<file path="src/hw/rtl/fkvc_ram.sv">
// Generic single-write, single-read RAM with registered read data.
// No dependencies.
`default_nettype none
module fkvc_ram #(
    parameter int WIDTH = 8,
    parameter int DEPTH = 512
) (
    input  wire logic                     i_clk,
    input  wire logic                     i_we,
    input  wire logic [$clog2(DEPTH)-1:0] i_waddr,
    input  wire logic [WIDTH-1:0]         i_wdata,
    input  wire logic [$clog2(DEPTH)-1:0] i_raddr,
    output logic      [WIDTH-1:0]         o_rdata
);

    logic [WIDTH-1:0] r_mem [DEPTH];
    logic [WIDTH-1:0] r_rdata;

    always_ff @(posedge i_clk) begin
        if (i_we) begin
            r_mem[i_waddr] <= i_wdata;
        end
        r_rdata <= r_mem[i_raddr];
    end

    assign o_rdata = r_rdata;

endmodule
`default_nettype wire

</file>
<file path="config.mk">
export PLATFORM = sky130hd
export DESIGN_NAME = fkvc_ram
export DESIGN_NICKNAME = d
export VERILOG_FILES = /design/src/hw/rtl/fkvc_ram.sv
export SDC_FILE = /design/constraint.sdc
export NUM_CORES = 2
export LEC_CHECK = 0
export ABC_CLOCK_PERIOD_IN_PS = 2210
export BUFFER_PORTS_ARGS = -buffer_cell sky130_fd_sc_hd__buf_4
export CAP_MARGIN = 10
export CORE_UTILIZATION = 54
export DETAILED_ROUTE_END_ITERATION = 8
export PLACE_DENSITY = 0.72
export SLEW_MARGIN = 20
export SYNTH_ARGS = -nofsm -noshare
export SYNTH_HDL_FRONTEND = slang
export SYNTH_SLANG_ARGS = --single-unit
</file>
<file path="constraint.sdc">
create_clock -name i_clk -period 2.21 [get_ports i_clk]
set_input_delay 0.1105 -clock i_clk [delete_from_list [all_inputs] [get_ports i_clk]]
set_output_delay 0.1105 -clock i_clk [all_outputs]
set_load 0.05 [all_outputs]
</file>
-- Yosys cells after proc, flatten, opt, wreduce, memory -nomap -nowiden
Memory sizes are Yosys's and may differ from the RTL's. A register that Yosys moved wholly into a read port is not among the register bits.
Cells that the tools add are included.
- output and inout port bits: 8
- bits in registers: 0
- logic and storage cells: 3
- bits in writable memories: 4096
- input bits: 28
- memories: 1
- memories (name ; words ; width ; read ports ; clocked after memory_dff ; wr ports ; line ; source):
    r_mem ; 512 ; 8 ; 1 ; 1 ; 1 ; 16 ; logic [WIDTH-1:0] r_mem [DEPTH];
- multiplexer cells: 2
- operators by type and width (operator ; count):
    1-bit 2-to-1 mux ; 2

-- Logic depth before layout (Yosys ltp)
- depth after elaboration: 2
- mapped depth: 12
- gate-level depth less buffers: 7

-- Least setup slack after synthesis
Ideal clock, no wire load.
- path kind: input to register
- from: input i_raddr[0]
- to: register r_rdata[0], in the netlist o_rdata[0], read port of r_mem
- arrival time: 1.965 ns
- buffers on the path: 4
- path slack: 0.128 ns
- stages: 10
- setup time: 0.118 ns
- required time: 2.092 ns
- cells stage by stage: buf_4 buf_12 buf_12 buf_2 mux4_2 o21ai_0 nand3_1 nand4_1 o21ai_0 o2111a_1
- RTL lines (item ; line ; source):
    from (decl) ; 12 ; input wire logic [$clog2(DEPTH)-1:0] i_raddr,
    to (decl) ; 17 ; logic [WIDTH-1:0] r_rdata;

==> results.py <==
metrics = {
    "status": {
        "outcome": "finished, violations left",
        "violations": "design-rule violations, negative setup slack",
    },
    "setup_path": {
        "critPathLaunch": "r_mem[40][4]",
        "path_cells": "mux2i_1, o221ai_1, buf_4, a21oi_1, nor4_1, buf_4, nand4_1, nor4_4, o2111a_1",
        "crit_type": "flop to flop",
        "cp-end-kind": "flop",
        "cp_top_family": "simple AND/OR/NAND/NOR gates",
        "cp_num_buf_inv": 2,
        "crit_cells": 9,
        "arrival_ps": 3250,
        "cpPeakStageDelay_ps": 360,
        "cp_slowest_cell": "nor4_1",
        "worstSetupStartpointType": "flop",
        "rr_endpoint": "o_rdata[4]",
        "cpMostUsedCell": "buf_4",
        "worstPathMaxFanout": 2,
        "r2r_setup_slack_ps": -150,
        "reg2reg_from": "r_mem[40][4]",
        "rr_worst_depth": 9,
        "worstPathRequired_ps": 3110,
        "cp-endpoint": "o_rdata[4]",
    },
    "power_and_ir_drop": {
        "switching_share_pct": 21.4,
        "pwr-share-seq_pct": 52.7,
        "p_comb_share_pct": 5.7,
        "p_int_mw": 128,
        "peakVddDrop_mv": 0.676,
        "p_per_area_nw_per_um2": 859,
        "p_clk_share_pct": 41.6,
        "p_sw_mw": 34.9,
        "power.leakage_nw": 63.2,
    },
    "final_layout": {
        "fin_nets": 9455,
        "drive_above_1_share_pct": 29.3,
        "syn2layout_area_growth_pct": 18.6,
        "final_cell_mix": "edfxtp_1, buf_4, mux2i_1",
        "final_area_um2": 190000,
        "stdcell_count": 13700,
        "layout_commonest_cell": "edfxtp_1",
    },
    "floorplan": {
        "std_cell_rows": 199,
        "die_h_um": 546,
        "die_w_um": 546,
        "coreArea_um2": 294000,
        "initial_core_util_pct": 54.3,
        "die-area_um2": 298000,
        "io_pins": 36,
    },
    "timing": {
        "fin_crit_sh_pct": 107,
        "min_period_ps": 2360,
        "slew_viol_final": 0,
        "setup_ws_ps": -146,
        "clock_skew_ps": 76.9,
        "tns_ps": -513,
        "max_slew.worst_pin.slew_ps": 971,
        "hold_viol_final": 0,
        "whs_ps": 130,
        "fmax_ghz": 0.425,
        "relSlewSlack_pct": 35.2,
        "rsz0062_at_grt": "true",
        "setup_violations": 6,
    },
    "detailed_routing": {
        "postRouteAntennaNets": 0,
        "vias": 88500,
        "dr.pass1.iters": 9,
        "wire_per_inst_um": 31.2,
        "drt_iter0_drc": 12400,
        "viasPerCell": 6.48,
        "wl_um": 426000,
        "drc": 2,
    },
    "yosys": {
        "synth_warnings": 0,
        "synth_area_um2": 160000,
        "async_flop_share_pct": 0,
        "yosys_register_bits": 4104,
        "synth_cell_types": 51,
        "avgSynthCellArea_um2": 19.9,
        "ys_seq_area_share_pct": 77.0,
        "syn-instance-count": 8030,
        "synth_edf_count": 4096,
        "synthesis.nets": 8058,
        "synthFlopType": "edfxtp_1",
    },
    "cts": {
        "clkTransAtPathRegs_ps": 60,
        "cts_root_buf": "clkbuf_16",
        "clock_latency_ps": 970,
        "cts_tree": "built",
        "cts_made_buffers": 394,
        "htree_levels": 5,
        "clockBufferDepth": 4,
        "cts_sinks": 4104,
    },
    "placed_design": {
        "hpwlAfterDp_um": 273000,
        "dp_slack_ps": -1470,
        "place_area_um2": 176000,
        "dp_cells": 12900,
        "gp_congestion": 0.932,
        "io_buffers": 35,
    },
    "grt": {
        "antenna_found_initial": 24,
        "gr-total-overflow": 0,
        "gr-usage-all-layers_pct": 28.3,
        "grt_pass1_wl_um": 613000,
        "grt_pass1_vias": 88400,
        "grt_max_degree": 121,
    },
    "run": {
        "cap_violations": 0,
    },
    "worst_hold_path": {
        "hold_path.class": "input port to flop",
    },
}
-- worst register-to-register path, stage by stage, from the launching register on --
cell	delay, ps
edfxtp_1	340
mux2i_1	80
o221ai_1	240
buf_4	170
a21oi_1	160
nor4_1	360
buf_4	190
nand4_1	210
nor4_4	290
o2111a_1	240
-- cell type report --
class	instances	area [µm²]
fillers	18900	105000
clock buffers	485	10400
repair buffers	1514	13900
well taps	3919	4900
flip-flops and latches	4104	123000
multi-input cells	3410	34700
inverters	3	18.8
clock inverters	229	2630
diodes	6	15.0
-- synthesized netlist by cell type, types with 5 or more instances --
cell type | instances | share of area, %
edfxtp_1 | 4096 | 77
mux2i_1 | 797 | 5.0
mux4_2 | 654 | 9.2
nor2_1 | 597 | 1.4
o221ai_1 | 371 | 2.0
clkbuf_1 | 265 | 0.62
a21oi_1 | 194 | 0.61
o22ai_1 | 163 | 0.64
o21ai_0 | 118 | 0.37
nand2_1 | 111 | 0.26
nor3_1 | 109 | 0.34
buf_4 | 70 | 0.33
buf_6 | 64 | 0.45
a22oi_1 | 61 | 0.29
buf_2 | 57 | 0.18
buf_1 | 41 | 0.096
nand3_1 | 36 | 0.11
nor4_1 | 36 | 0.14
nand4_1 | 32 | 0.13
and2_1 | 20 | 0.078
a211oi_1 | 17 | 0.080
o31ai_1 | 13 | 0.061
buf_8 | 11 | 0.10
dfxtp_1 | 8 | 0.10
nor3b_1 | 8 | 0.038
o2111a_1 | 8 | 0.056
o41ai_1 | 7 | 0.038
nor2b_1 | 6 | 0.023
or3_1 | 6 | 0.023
a22o_1 | 5 | 0.027
buf_12 | 5 | 0.063
o311ai_0 | 5 | 0.027
-- what timing repair did --
item | 4_1_cts | 5_1_grt
endpoints found under the setup margin | 8 | 47
cloned | 0 | 0
pin swaps | 36 | 23
hold endpoints to repair | 2983 | 0
hold buffers | 18 | 0
buffers inserted | 3 | 1
gates resized for setup | 100 | 35
-- metal layers --
metal / track usage [%] / vias up / routed length [µm] / part of all wire, %
met1: 38.7 / 45800 / 158000 / 37
met4: 12.0 / 16 / 19400 / 4.5
met3: 5.91 / 939 / 47700 / 11
li1: - / 36200 / - / -
met2: 44.7 / 5621 / 201000 / 47
met5: 0 / - / 82 / 0.019
-- how the worst min path moves through the flow --
stage / from / end / depth (start not counted)
floorplan: i_wdata[0] / r_mem[0][0] / 0
global placement: i_wdata[1] / r_mem[204][1] / 1
detailed placement: i_wdata[1] / r_mem[204][1] / 1
CTS: i_waddr[0] / r_mem[487][7] / 4
global route: i_waddr[0] / r_mem[243][3] / 4
finish: i_waddr[0] / r_mem[243][3] / 4
-- flip-flops by register name, indices dropped and copies added, names as in the netlist --
signal,count
r_mem,4096
o_rdata,8
-- per-stage QoR --
stage               total power, mW  util, %
floorplan                      91.6        -
global placement               96.4     59.7
detailed placement             96.5     59.8
CTS                             163     64.4
global route                    167     64.5
finish                          163     64.5
-- power by group through the flow --
stage | Combinational (mW) | Clock [mW] | Sequential, mW
2_1_floorplan | 4.08 | 0 | 87.5
3_3_place_gp | 8.86 | 0 | 87.5
3_5_place_dp | 9.05 | 0 | 87.5
4_1_cts | 9.22 | 68.3 | 85.8
5_1_grt | 9.68 | 71.1 | 85.8
6_report | 9.36 | 67.8 | 85.8
-- cells by family after synthesis --
family,Yosys count,synth area share (%)
AOI/OAI and AO/OA,979,4.31
buffers and inverters,516,1.85
muxes,1451,14.2
and+or+nand+nor,980,2.63
DFF,4104,77.0
Note: power is estimated with default switching activity, not from simulation.
