$ cat src/hw/rtl/fkvc_pkg.sv
// Shared types and constants for the key-value cache.
// No dependencies.
`default_nettype none
package fkvc_pkg;

    localparam logic [2:0] CMD_LOOKUP_VALUE = 3'd0;
    localparam logic [2:0] CMD_LOOKUP_SIZE  = 3'd1;
    localparam logic [2:0] CMD_INSERT_START = 3'd2;
    localparam logic [2:0] CMD_INSERT_WORD  = 3'd3;
    localparam logic [2:0] CMD_DROP         = 3'd4;

    localparam logic [1:0] STATUS_MISS       = 2'd0;
    localparam logic [1:0] STATUS_HIT        = 2'd1;
    localparam logic [1:0] STATUS_STORED     = 2'd2;
    localparam logic [1:0] STATUS_NOT_STORED = 2'd3;

    localparam logic [1:0] CFG_ENABLE    = 2'd0;
    localparam logic [1:0] CFG_CAPACITY  = 2'd1;
    localparam logic [1:0] CFG_POOL_SIZE = 2'd2;

    localparam int HIT_OFF_W = 16;
    localparam int VLEN_W    = 10;

    typedef enum logic [2:0] {
        S_IDLE   = 3'b001,
        S_DECIDE = 3'b010,
        S_STREAM = 3'b100
    } t_state;

    // Search result rippling down the cell row; first match sticks.
    typedef struct packed {
        logic                 found;
        logic [HIT_OFF_W-1:0] off;
        logic [VLEN_W-1:0]    vlen;
    } t_hit;

    function automatic logic [63:0] byte_mask(input logic [3:0] n);
        logic [63:0] m;
        if (n >= 4'd8) begin
            m = '1;
        end else begin
            m = (64'd1 << (6'(n) * 6'd8)) - 64'd1;
        end
        return m;
    endfunction

endpackage
`default_nettype wire

$ cat src/hw/rtl/fkvc_cell.sv
// One entry of the cache table: stored key and value location, a registered
// key match, and one link of the first-match chain. Uses fkvc_pkg.
`default_nettype none
module fkvc_cell #(
    parameter int KEY_W = 64,
    parameter int OFF_W = 12
) (
    input  wire logic                  i_clk,
    input  wire logic                  i_rst_n,
    input  wire logic                  i_we,
    input  wire logic [KEY_W-1:0]      i_wr_key,
    input  wire logic [3:0]            i_wr_klen,
    input  wire logic [OFF_W-1:0]      i_wr_off,
    input  wire logic [9:0]            i_wr_vlen,
    input  wire logic                  i_cmp,
    input  wire logic [KEY_W-1:0]      i_cmp_key,
    input  wire logic [3:0]            i_cmp_klen,
    input  wire logic                  i_active,
    input  wire fkvc_pkg::t_hit        i_chain,
    output fkvc_pkg::t_hit             o_chain
);

    logic [KEY_W-1:0] r_key;
    logic [3:0]       r_klen;
    logic [OFF_W-1:0] r_off;
    logic [9:0]       r_vlen;
    logic             r_match;

    always_ff @(posedge i_clk) begin
        if (i_we) begin
            r_key  <= i_wr_key;
            r_klen <= i_wr_klen;
            r_off  <= i_wr_off;
            r_vlen <= i_wr_vlen;
        end
    end

    always_ff @(posedge i_clk) begin
        if (!i_rst_n) begin
            r_match <= 1'b0;
        end else if (i_cmp) begin
            r_match <= (r_klen == i_cmp_klen) && (r_key == i_cmp_key);
        end
    end

    always_comb begin
        o_chain = i_chain;
        if (!i_chain.found && r_match && i_active) begin
            o_chain.found = 1'b1;
            o_chain.off   = fkvc_pkg::HIT_OFF_W'(r_off);
            o_chain.vlen  = r_vlen;
        end
    end

endmodule
`default_nettype wire

$ cat config.mk
export PLATFORM = sky130hd
export DESIGN_NAME = fkvc_cell
export DESIGN_NICKNAME = d
export VERILOG_FILES = /design/src/hw/rtl/fkvc_pkg.sv /design/src/hw/rtl/fkvc_cell.sv
export SDC_FILE = /design/constraint.sdc
export NUM_CORES = 1
export LEC_CHECK = 0
export BUFFER_PORTS_ARGS = -buffer_cell sky130_fd_sc_hd__clkbuf_2
export CAP_MARGIN = 30
export CORE_ASPECT_RATIO = 0.6
export CORE_MARGIN = 2
export CORE_UTILIZATION = 30
export DETAILED_ROUTE_END_ITERATION = 12
export HOLD_SLACK_MARGIN = 0.02
export PLACE_DENSITY = 0.64
export SYNTH_ARGS = -nofsm -noshare
export SYNTH_HDL_FRONTEND = slang
export SYNTH_SLANG_ARGS = --single-unit
$ cat constraint.sdc
create_clock -name i_clk -period 1.63 [get_ports i_clk]
set_input_delay 0.2445 -clock i_clk [delete_from_list [all_inputs] [get_ports i_clk]]
set_output_delay 0.2445 -clock i_clk [all_outputs]
set_load 0.05 [all_outputs]
Word level (Yosys, flattened, before mapping)
Index checks and enable logic that the tools add are counted.
{"block": "totals", "regBits": 91, "in_bits": 190, "word_cells": 12}
{"block": "classes", "eq_ne": 2, "mux": 1, "reduce_logical": 4}
{"operator": "$eq A64 B64 Y1", "count": 1}
{"operator": "$mux W27", "count": 1}
{"operator": "$eq A4 B4 Y1", "count": 1}
{"operator": "$logic_and A1 B1 Y1", "count": 3}
{"operator": "$logic_not A1 Y1", "count": 1}

Logic depth before layout (Yosys ltp)
Gate-level depths: netlist of run 1.
{"block": "depth", "word_depth": 4, "mapped_depth": 5, "depth_no_buf": 5}

Least setup slack after synthesis of run 1
Ideal clock, no wire load.
{"block": "synth_timing", "kind": "register to output", "from": "register r_match", "to": "output o_chain[10] in the netlist's numbering", "arrival_time_ns": 1.257, "t_required_ns": 1.385, "setup_slack_ns": 0.128, "path_stages_with_launch": 4, "path_buffers": 1, "path_cell_list": "dfxtp_1 nand3b_1 buf_2 mux2_2"}
{"element": "start, declared", "line": "fkvc_cell.sv:27", "source": "logic r_match;"}
{"element": "start signal, assigned", "line": "fkvc_cell.sv:42", "source": "r_match <= (r_klen == i_cmp_klen) && (r_key == i_cmp_key);"}
{"element": "end, declared", "line": "fkvc_cell.sv:20", "source": "output fkvc_pkg::t_hit o_chain"}

==> results.sh, run 1 <==
export IMPL_status="complete, but fails checks"
export IMPL_violations="setup timing"
export IMPL_worstMarginPinSlew_ns=0.406
export IMPL_dp_hpwl_um=7650
export IMPL_die_y_um=91.7
export IMPL_synth_area_um2=3840
export IMPL_layout_nets=661
export IMPL_slew_viol_final=0
export IMPL_path_clk_slew_ns=0.07
export IMPL_drc=0
export IMPL_drtPass1Iterations=4
export IMPL_max_cap_viol_count=0
export IMPL_setup_viol=26
export IMPL_ios=217
export IMPL_cp_top_family="buffers and inverters"
export IMPL_post_dp_cell_area_um2=5200
export IMPL_gr_total_overflow=0
export IMPL_cp_required_ns=1.39
export IMPL_path_max_fanout=7
export IMPL_grtUsageMet3=0.0697
export IMPL_p_sw_w=0.00135
export IMPL_critPathBufInv=3
export IMPL_cts_hold_buffers=0
export IMPL_cts_buffers=9
export IMPL_wl_um=10300
export IMPL_finalPower_w=0.00577
export IMPL_grt_max_degree=49
export IMPL_hp_class="input pin to flip-flop"
export IMPL_stdcell_count=641
export IMPL_io_buffers=216
export IMPL_antenna_left=0
export IMPL_switching_share=0.234
export IMPL_syn_inst=235
export IMPL_use_met2=0.220
export IMPL_initial_core_util=0.313
export IMPL_ys_seq_area_frac=0.708
export IMPL_rsz0062_at_grt="true"
export IMPL_cts_htree_levels=3
export IMPL_layout_setup_ws_ns=-0.169
export IMPL_core_area_um2=12300
export IMPL_worstSkewPairLatency_ns=0.34
export IMPL_layout_area_seq_um2=2720
export IMPL_p_clk_frac=0.362
export IMPL_rows=31
export IMPL_syn_area_per_cell_um2=16.4
export IMPL_antenna_found_initial=0
export IMPL_grt_busiest_layer="met2"
export IMPL_critPathKind="flip-flop to output pin"
export IMPL_arrival_ns=1.55
export IMPL_final_cell_area_um2=5970
export IMPL_post_drt_wl_per_cell_um=16.1
export IMPL_syn_nets=425
export IMPL_slew_headroom=0.727
export IMPL_track_usage=0.141
export IMPL_grt_use_met1=0.172
export IMPL_cts_tree="done"
export IMPL_min_period_over_period=1.10
export IMPL_ir_drop_uv=493
export IMPL_fmax_mhz=556
export IMPL_max_stage_delay_ns=0.33
export IMPL_drive_gt1_frac=0.571
export IMPL_ys_ff_latch=91
export IMPL_seqPwrFrac=0.494
export IMPL_finalHoldViolCount=0
export IMPL_clock_sinks=91
export IMPL_p_int_w=0.00442
export IMPL_clockBufferDepth=2
export IMPL_antenna_cells=0
export IMPL_die_area_um2=13800
export IMPL_multi_input_area_um2=1170
export IMPL_worst_path_max_delay_cell="dfxtp_2"
export IMPL_nFillCells=1062
export IMPL_combPwrFrac=0.143
export IMPL_p_per_area_nw_per_um2=967
export IMPL_yosys_warnings=0
export IMPL_fp_dieW_um=150
export IMPL_period_minus_slack_ns=1.80
export IMPL_place_ws_ns=-0.113
export IMPL_globalplace_congestion=0.833
export IMPL_synth_distinct_cells=22
export IMPL_area_growth_pct=55.2
export IMPL_dp_cells=619
export IMPL_cp_start_kind="flip-flop"
export IMPL_grt_pass1_vias=2960
export IMPL_grt_pass1_wl_um=14700
export IMPL_drt_iter0_markers=97
export IMPL_end_kind="output pin"
export IMPL_path_cells="nand3b_1 > buf_6 > clkbuf_16 > mux2_4 > buf_8"
export IMPL_clock_skew_ns=0.00673
export IMPL_cts_root_buf="clkbuf_16"
export IMPL_vias=2818
export IMPL_leakage_nw=2.62
export IMPL_via_per_inst=4.40
export IMPL_fin_tns_setup_ns=-3.50
[cell type report]
cell class / count / share of cell area
Sequential cell: 91 / 0.457
Timing Repair Buffer: 227 / 0.253
Multi-Input combinational cell: 126 / 0.195
Clock buffer: 9 / 0.0378
Tap cell: 165 / 0.0346
Clock inverter: 7 / 0.0124
Inverter: 16 / 0.0101
[flip-flops by register name, summed over array words and instances (netlist names)]
signal,flops
r_vlen,10
r_off,12
r_key,64
r_match,1
r_klen,4
[per-stage QoR]
| stage | utilization | hold slack, ns |
|---|---|---|
| CTS | 0.466 | 0.0550 |
| global placement | 0.423 | 0.422 |
| global route | 0.485 | 0.0553 |
| finish | 0.485 | 0.0785 |
| floorplan | - | 0.343 |
| detailed placement | 0.423 | 0.423 |
[synth_stat cells]
library cell / instances / area share
edfxtp_1: 90 / 0.70
xnor2_1: 50 / 0.11
mux2_2: 22 / 0.064
inv_1: 16 / 0.016
nand4_1: 13 / 0.021
nor2b_1: 8 / 0.013
nor4_1: 6 / 0.0098
o22ai_1: 5 / 0.0081
and2_1: 4 / 0.0065
a2111o_1: 3 / 0.0088
a221oi_1: 2 / 0.0046
buf_2: 2 / 0.0026
nand2_1: 2 / 0.0020
nand3b_1: 2 / 0.0039
o221ai_1: 2 / 0.0046
xor2_1: 2 / 0.0046
a21o_1: 1 / 0.0020
a22o_1: 1 / 0.0023
dfxtp_1: 1 / 0.0052
nand2b_1: 1 / 0.0016
nand3_1: 1 / 0.0013
o21ai_1: 1 / 0.0013
[cells by family after synthesis]
logic type | count (synthesis) | synth area share
flip-flops | 91 | 0.708
XOR/XNOR | 52 | 0.118
AND/OR/NAND/NOR | 37 | 0.0592
multiplexers | 22 | 0.0644
buffers and inverters | 18 | 0.0182
AO/OA/AOI/OAI | 15 | 0.0316
[path summary, 6_finish.rpt]
kind              slack [ns]  depth (start not counted)              endpoint                 start
setup / recovery       -0.17                          5           o_chain[21]  r_match$_SDFFE_PN0P_
hold / removal          0.08                          1    r_key[6]$_DFFE_PP_           i_wr_key[6]
setup reg to reg        0.05                          5  r_match$_SDFFE_PN0P_   r_key[51]$_DFFE_PP_
hold reg to reg         0.62                          3  r_match$_SDFFE_PN0P_  r_match$_SDFFE_PN0P_
[repair_timing]
item	in CTS	in global routing
cloned	0	3
pin swaps	0	7
resized for setup	54	56
endpoints found under the hold margin	0	0
setup buffers	0	3
setup endpoints to repair	27	27
[power by group through the flow]
stage / Clock [W] / Sequential, W / Combinational (W)
finish: 0.00209 / 0.00285 / 0.000826
global route: 0.00225 / 0.00287 / 0.000891
CTS: 0.00217 / 0.00285 / 0.000776
detailed placement: 0 / 0.00290 / 0.000715
global placement: 0 / 0.00290 / 0.000700
floorplan: 0 / 0.00288 / 0.000355
[layout by cell type, fill, tap and decap left out, types with 4 or more instances in the layout]
| master | count |
|---|---|
| mux2_4 | 22 |
| o22ai_1 | 5 |
| and2_4 | 4 |
| clkbuf_16 | 11 |
| inv_1 | 16 |
| xnor2_1 | 50 |
| nor4_1 | 4 |
| buf_8 | 26 |
| nor2b_1 | 8 |
| nand4_1 | 13 |
| edfxtp_1 | 90 |
| clkbuf_2 | 189 |
| buf_4 | 4 |
[per-layer routing]
layer	part of all wire	wire length, um	vias to the layer above
li1	-	-	1355
met1	0.43	4410	1314
met2	0.45	4670	137
met3	0.11	1120	12
met4	0.012	125	0
met5	0	0	-
(Power assumes the default switching activity.)
==> run 2: changes to the inputs <==
- ABC_AREA: default -> 1
- PLACE_DENSITY: 0.64 -> 0.63
==> run 2 against run 1 <==
Against the previous run: the flow now finishes without violations; area after synthesis grew 10%; clock-buffer cell count increased by 1; critical path depth stayed put; highest routed layer unchanged; sequential share of layout area fell by 0.67 points; clock skew decreased by 0.0017 ns; sequential power is essentially flat; power is 0.29% higher; synthesized cell count up 91%; non-clock buffer count is 6 lower; critical endpoint is now o_chain[22].
==> results.sh, run 2 <==
export IMPL_ys_ff_latch=91
export IMPL_yosysTopAreaCell="edfxtp_1"
export IMPL_worstMarginPinSlew_ns=0.308
export IMPL_critPathKind="flip-flop to output pin"
export IMPL_synth_flop_cell="edfxtp_1"
export IMPL_initial_core_util=0.309
export IMPL_max_cap_viol_count=0
export IMPL_top_register="r_key"
export IMPL_layout_nets=868
export IMPL_vias=3466
export IMPL_p_clk_frac=0.372
export IMPL_clock_skew_ns=0.00501
export IMPL_cts_buffers=9
export IMPL_globalplace_congestion=0.735
export IMPL_setup_viol=0
export IMPL_clockBufferDepth=2
export IMPL_synth_distinct_cells=17
export IMPL_seqPwrFrac=0.492
export IMPL_cp_start_kind="flip-flop"
export IMPL_ir_drop_uv=454
export IMPL_post_dp_cell_area_um2=5600
export IMPL_max_stage_delay_ns=0.33
export IMPL_clock_sinks=91
export IMPL_rows=33
export IMPL_ys_seq_area_frac=0.643
export IMPL_syn_area_per_cell_um2=9.41
export IMPL_worst_path_max_delay_cell="dfxtp_2"
export IMPL_p_per_area_nw_per_um2=956
export IMPL_final_cell_area_um2=6050
export IMPL_period_minus_slack_ns=1.56
export IMPL_dp_hpwl_um=8360
export IMPL_top_regs="r_key x64, r_off x12, r_vlen x10"
export IMPL_drtPass1Iterations=4
export IMPL_min_period_over_period=0.956
export IMPL_yosys_warnings=0
export IMPL_ios=217
export IMPL_synth_edf_count=90
export IMPL_drt_iter0_markers=129
export IMPL_p_int_w=0.00447
export IMPL_antenna_found_initial=0
export IMPL_synthArstFlopShare=0
export IMPL_fp_dieW_um=157
export IMPL_status="finished clean"
export IMPL_finalPower_w=0.00579
export IMPL_r2r_setup_slack_ns=0.23
export IMPL_switching_share=0.227
export IMPL_core_area_um2=13700
export IMPL_largest_reg_flops=64
export IMPL_fmax_mhz=642
export IMPL_cts_htree_levels=3
export IMPL_grt_pass1_vias=3155
export IMPL_drc=0
export IMPL_cts_root_buf="clkbuf_16"
export IMPL_final_common_cell="clkbuf_2"
export IMPL_arrival_ns=1.31
export IMPL_slew_headroom=0.795
export IMPL_die_area_um2=15100
export IMPL_antenna_left=0
export IMPL_syn_inst=450
export IMPL_io_buffers=216
export IMPL_worstSkewPairLatency_ns=0.33
export IMPL_path_cells="nand3_2 > clkinv_1 > buf_6 > nor2_1 > clkbuf_4"
export IMPL_cts_hold_buffers=0
export IMPL_antenna_cells=0
export IMPL_area_growth_pct=43.0
export IMPL_track_usage=0.134
export IMPL_ys_top_cells_by_count="nand2_1, edfxtp_1, inv_1"
export IMPL_leakage_nw=3.07
export IMPL_slew_viol_final=0
export IMPL_wl_um=10400
export IMPL_path_clk_slew_ns=0.07
export IMPL_end_kind="output pin"
export IMPL_via_per_inst=3.97
export IMPL_cp_required_ns=1.39
export IMPL_final_cell_mix="clkbuf_2, nand2_1, edfxtp_1"
export IMPL_drive_gt1_frac=0.356
export IMPL_die_y_um=96.0
export IMPL_post_drt_wl_per_cell_um=11.9
export IMPL_yosysMostFrequentCell="nand2_1"
export IMPL_path_max_fanout=13
export IMPL_cts_tree="done"
export IMPL_hp_class="input pin to flip-flop"
export IMPL_gr_total_overflow=0
export IMPL_grt_pass1_wl_um=15200
export IMPL_p_sw_w=0.00132
export IMPL_combPwrFrac=0.136
export IMPL_synth_area_um2=4230
export IMPL_grt_max_degree=53
export IMPL_finalHoldViolCount=0
export IMPL_syn_nets=640
export IMPL_synthTopCellsByArea="edfxtp_1, nand2_1, inv_1"
export IMPL_netlist_area_leader_share=0.638
## run 2: final cells by class
cell class              count  area (um2)
fillers                  1368        7650
flip-flops and latches     91        2720
repair buffers            221        1280
multi-input cells         277        1210
inverters                  78         293
well taps                 192         240
clock buffers              10         229
clock inverters             5        78.8
## run 2: worst max-delay path, delay by kind of cell, from the launching register on
| family | cells | cell delay [ns] |
|---|---|---|
| flops | 1 | 0.33 |
| buf+inv | 3 | 0.50 |
| simple gates | 2 | 0.16 |
## run 2: kinds of logic after synthesis
kind of cell	after synthesis	share of synthesized area
buffers and inverters	82	0.0733
AOI/OAI and AO/OA	21	0.0257
DFF	91	0.643
xor gates and xnor gates	20	0.0414
and+or+nand+nor	236	0.216
## run 2: timing repair
item                       CTS  global route
buffers inserted             0             0
cloned                       0             0
resized for setup           25            50
setup endpoints to repair   25            26
## run 2: worst paths after layout
check	startpoint	end	depth (start not counted)
worst max-delay path	r_match$_SDFFE_PN0P_	o_chain[22]	5
worst min-delay path	i_wr_key[23]	r_key[23]$_DFFE_PP_	1
worst max register to register	r_key[38]$_DFFE_PP_	r_match$_SDFFE_PN0P_	9
worst min register to register	r_match$_SDFFE_PN0P_	r_match$_SDFFE_PN0P_	2
## run 2: stage by stage
step	worst slack, ns	hold slack (ns)	utilization	setup TNS [ns]	cells
5_1_grt	-0.000282	0.0620	0.442	-0.000282	874
3_3_place_gp	0.164	0.421	0.409	0	859
6_report	0.0721	0.0860	0.442	0	874
4_1_cts	0.00540	0.0672	0.436	0	874
3_5_place_dp	0.137	0.423	0.409	0	859
2_1_floorplan	-0.0267	0.343	-	-0.107	450
## run 2: metal layers
layer  GRT usage  vias to the layer above  routed length [um]
li1            -                     1853                   -
met1       0.186                     1487                5000
met2       0.204                      119                4590
met3      0.0464                        7                 740
met4      0.0318                        0                  78
met5           0                        -                   0
## run 2: power groups by stage
stage	Clock (W)	Sequential (W)	Combinational, W
floorplan	0	0.00288	0.000381
global placement	0	0.00289	0.000740
detailed placement	0	0.00290	0.000752
CTS	0.00224	0.00285	0.000772
global route	0.00234	0.00287	0.000886
finish	0.00215	0.00285	0.000785
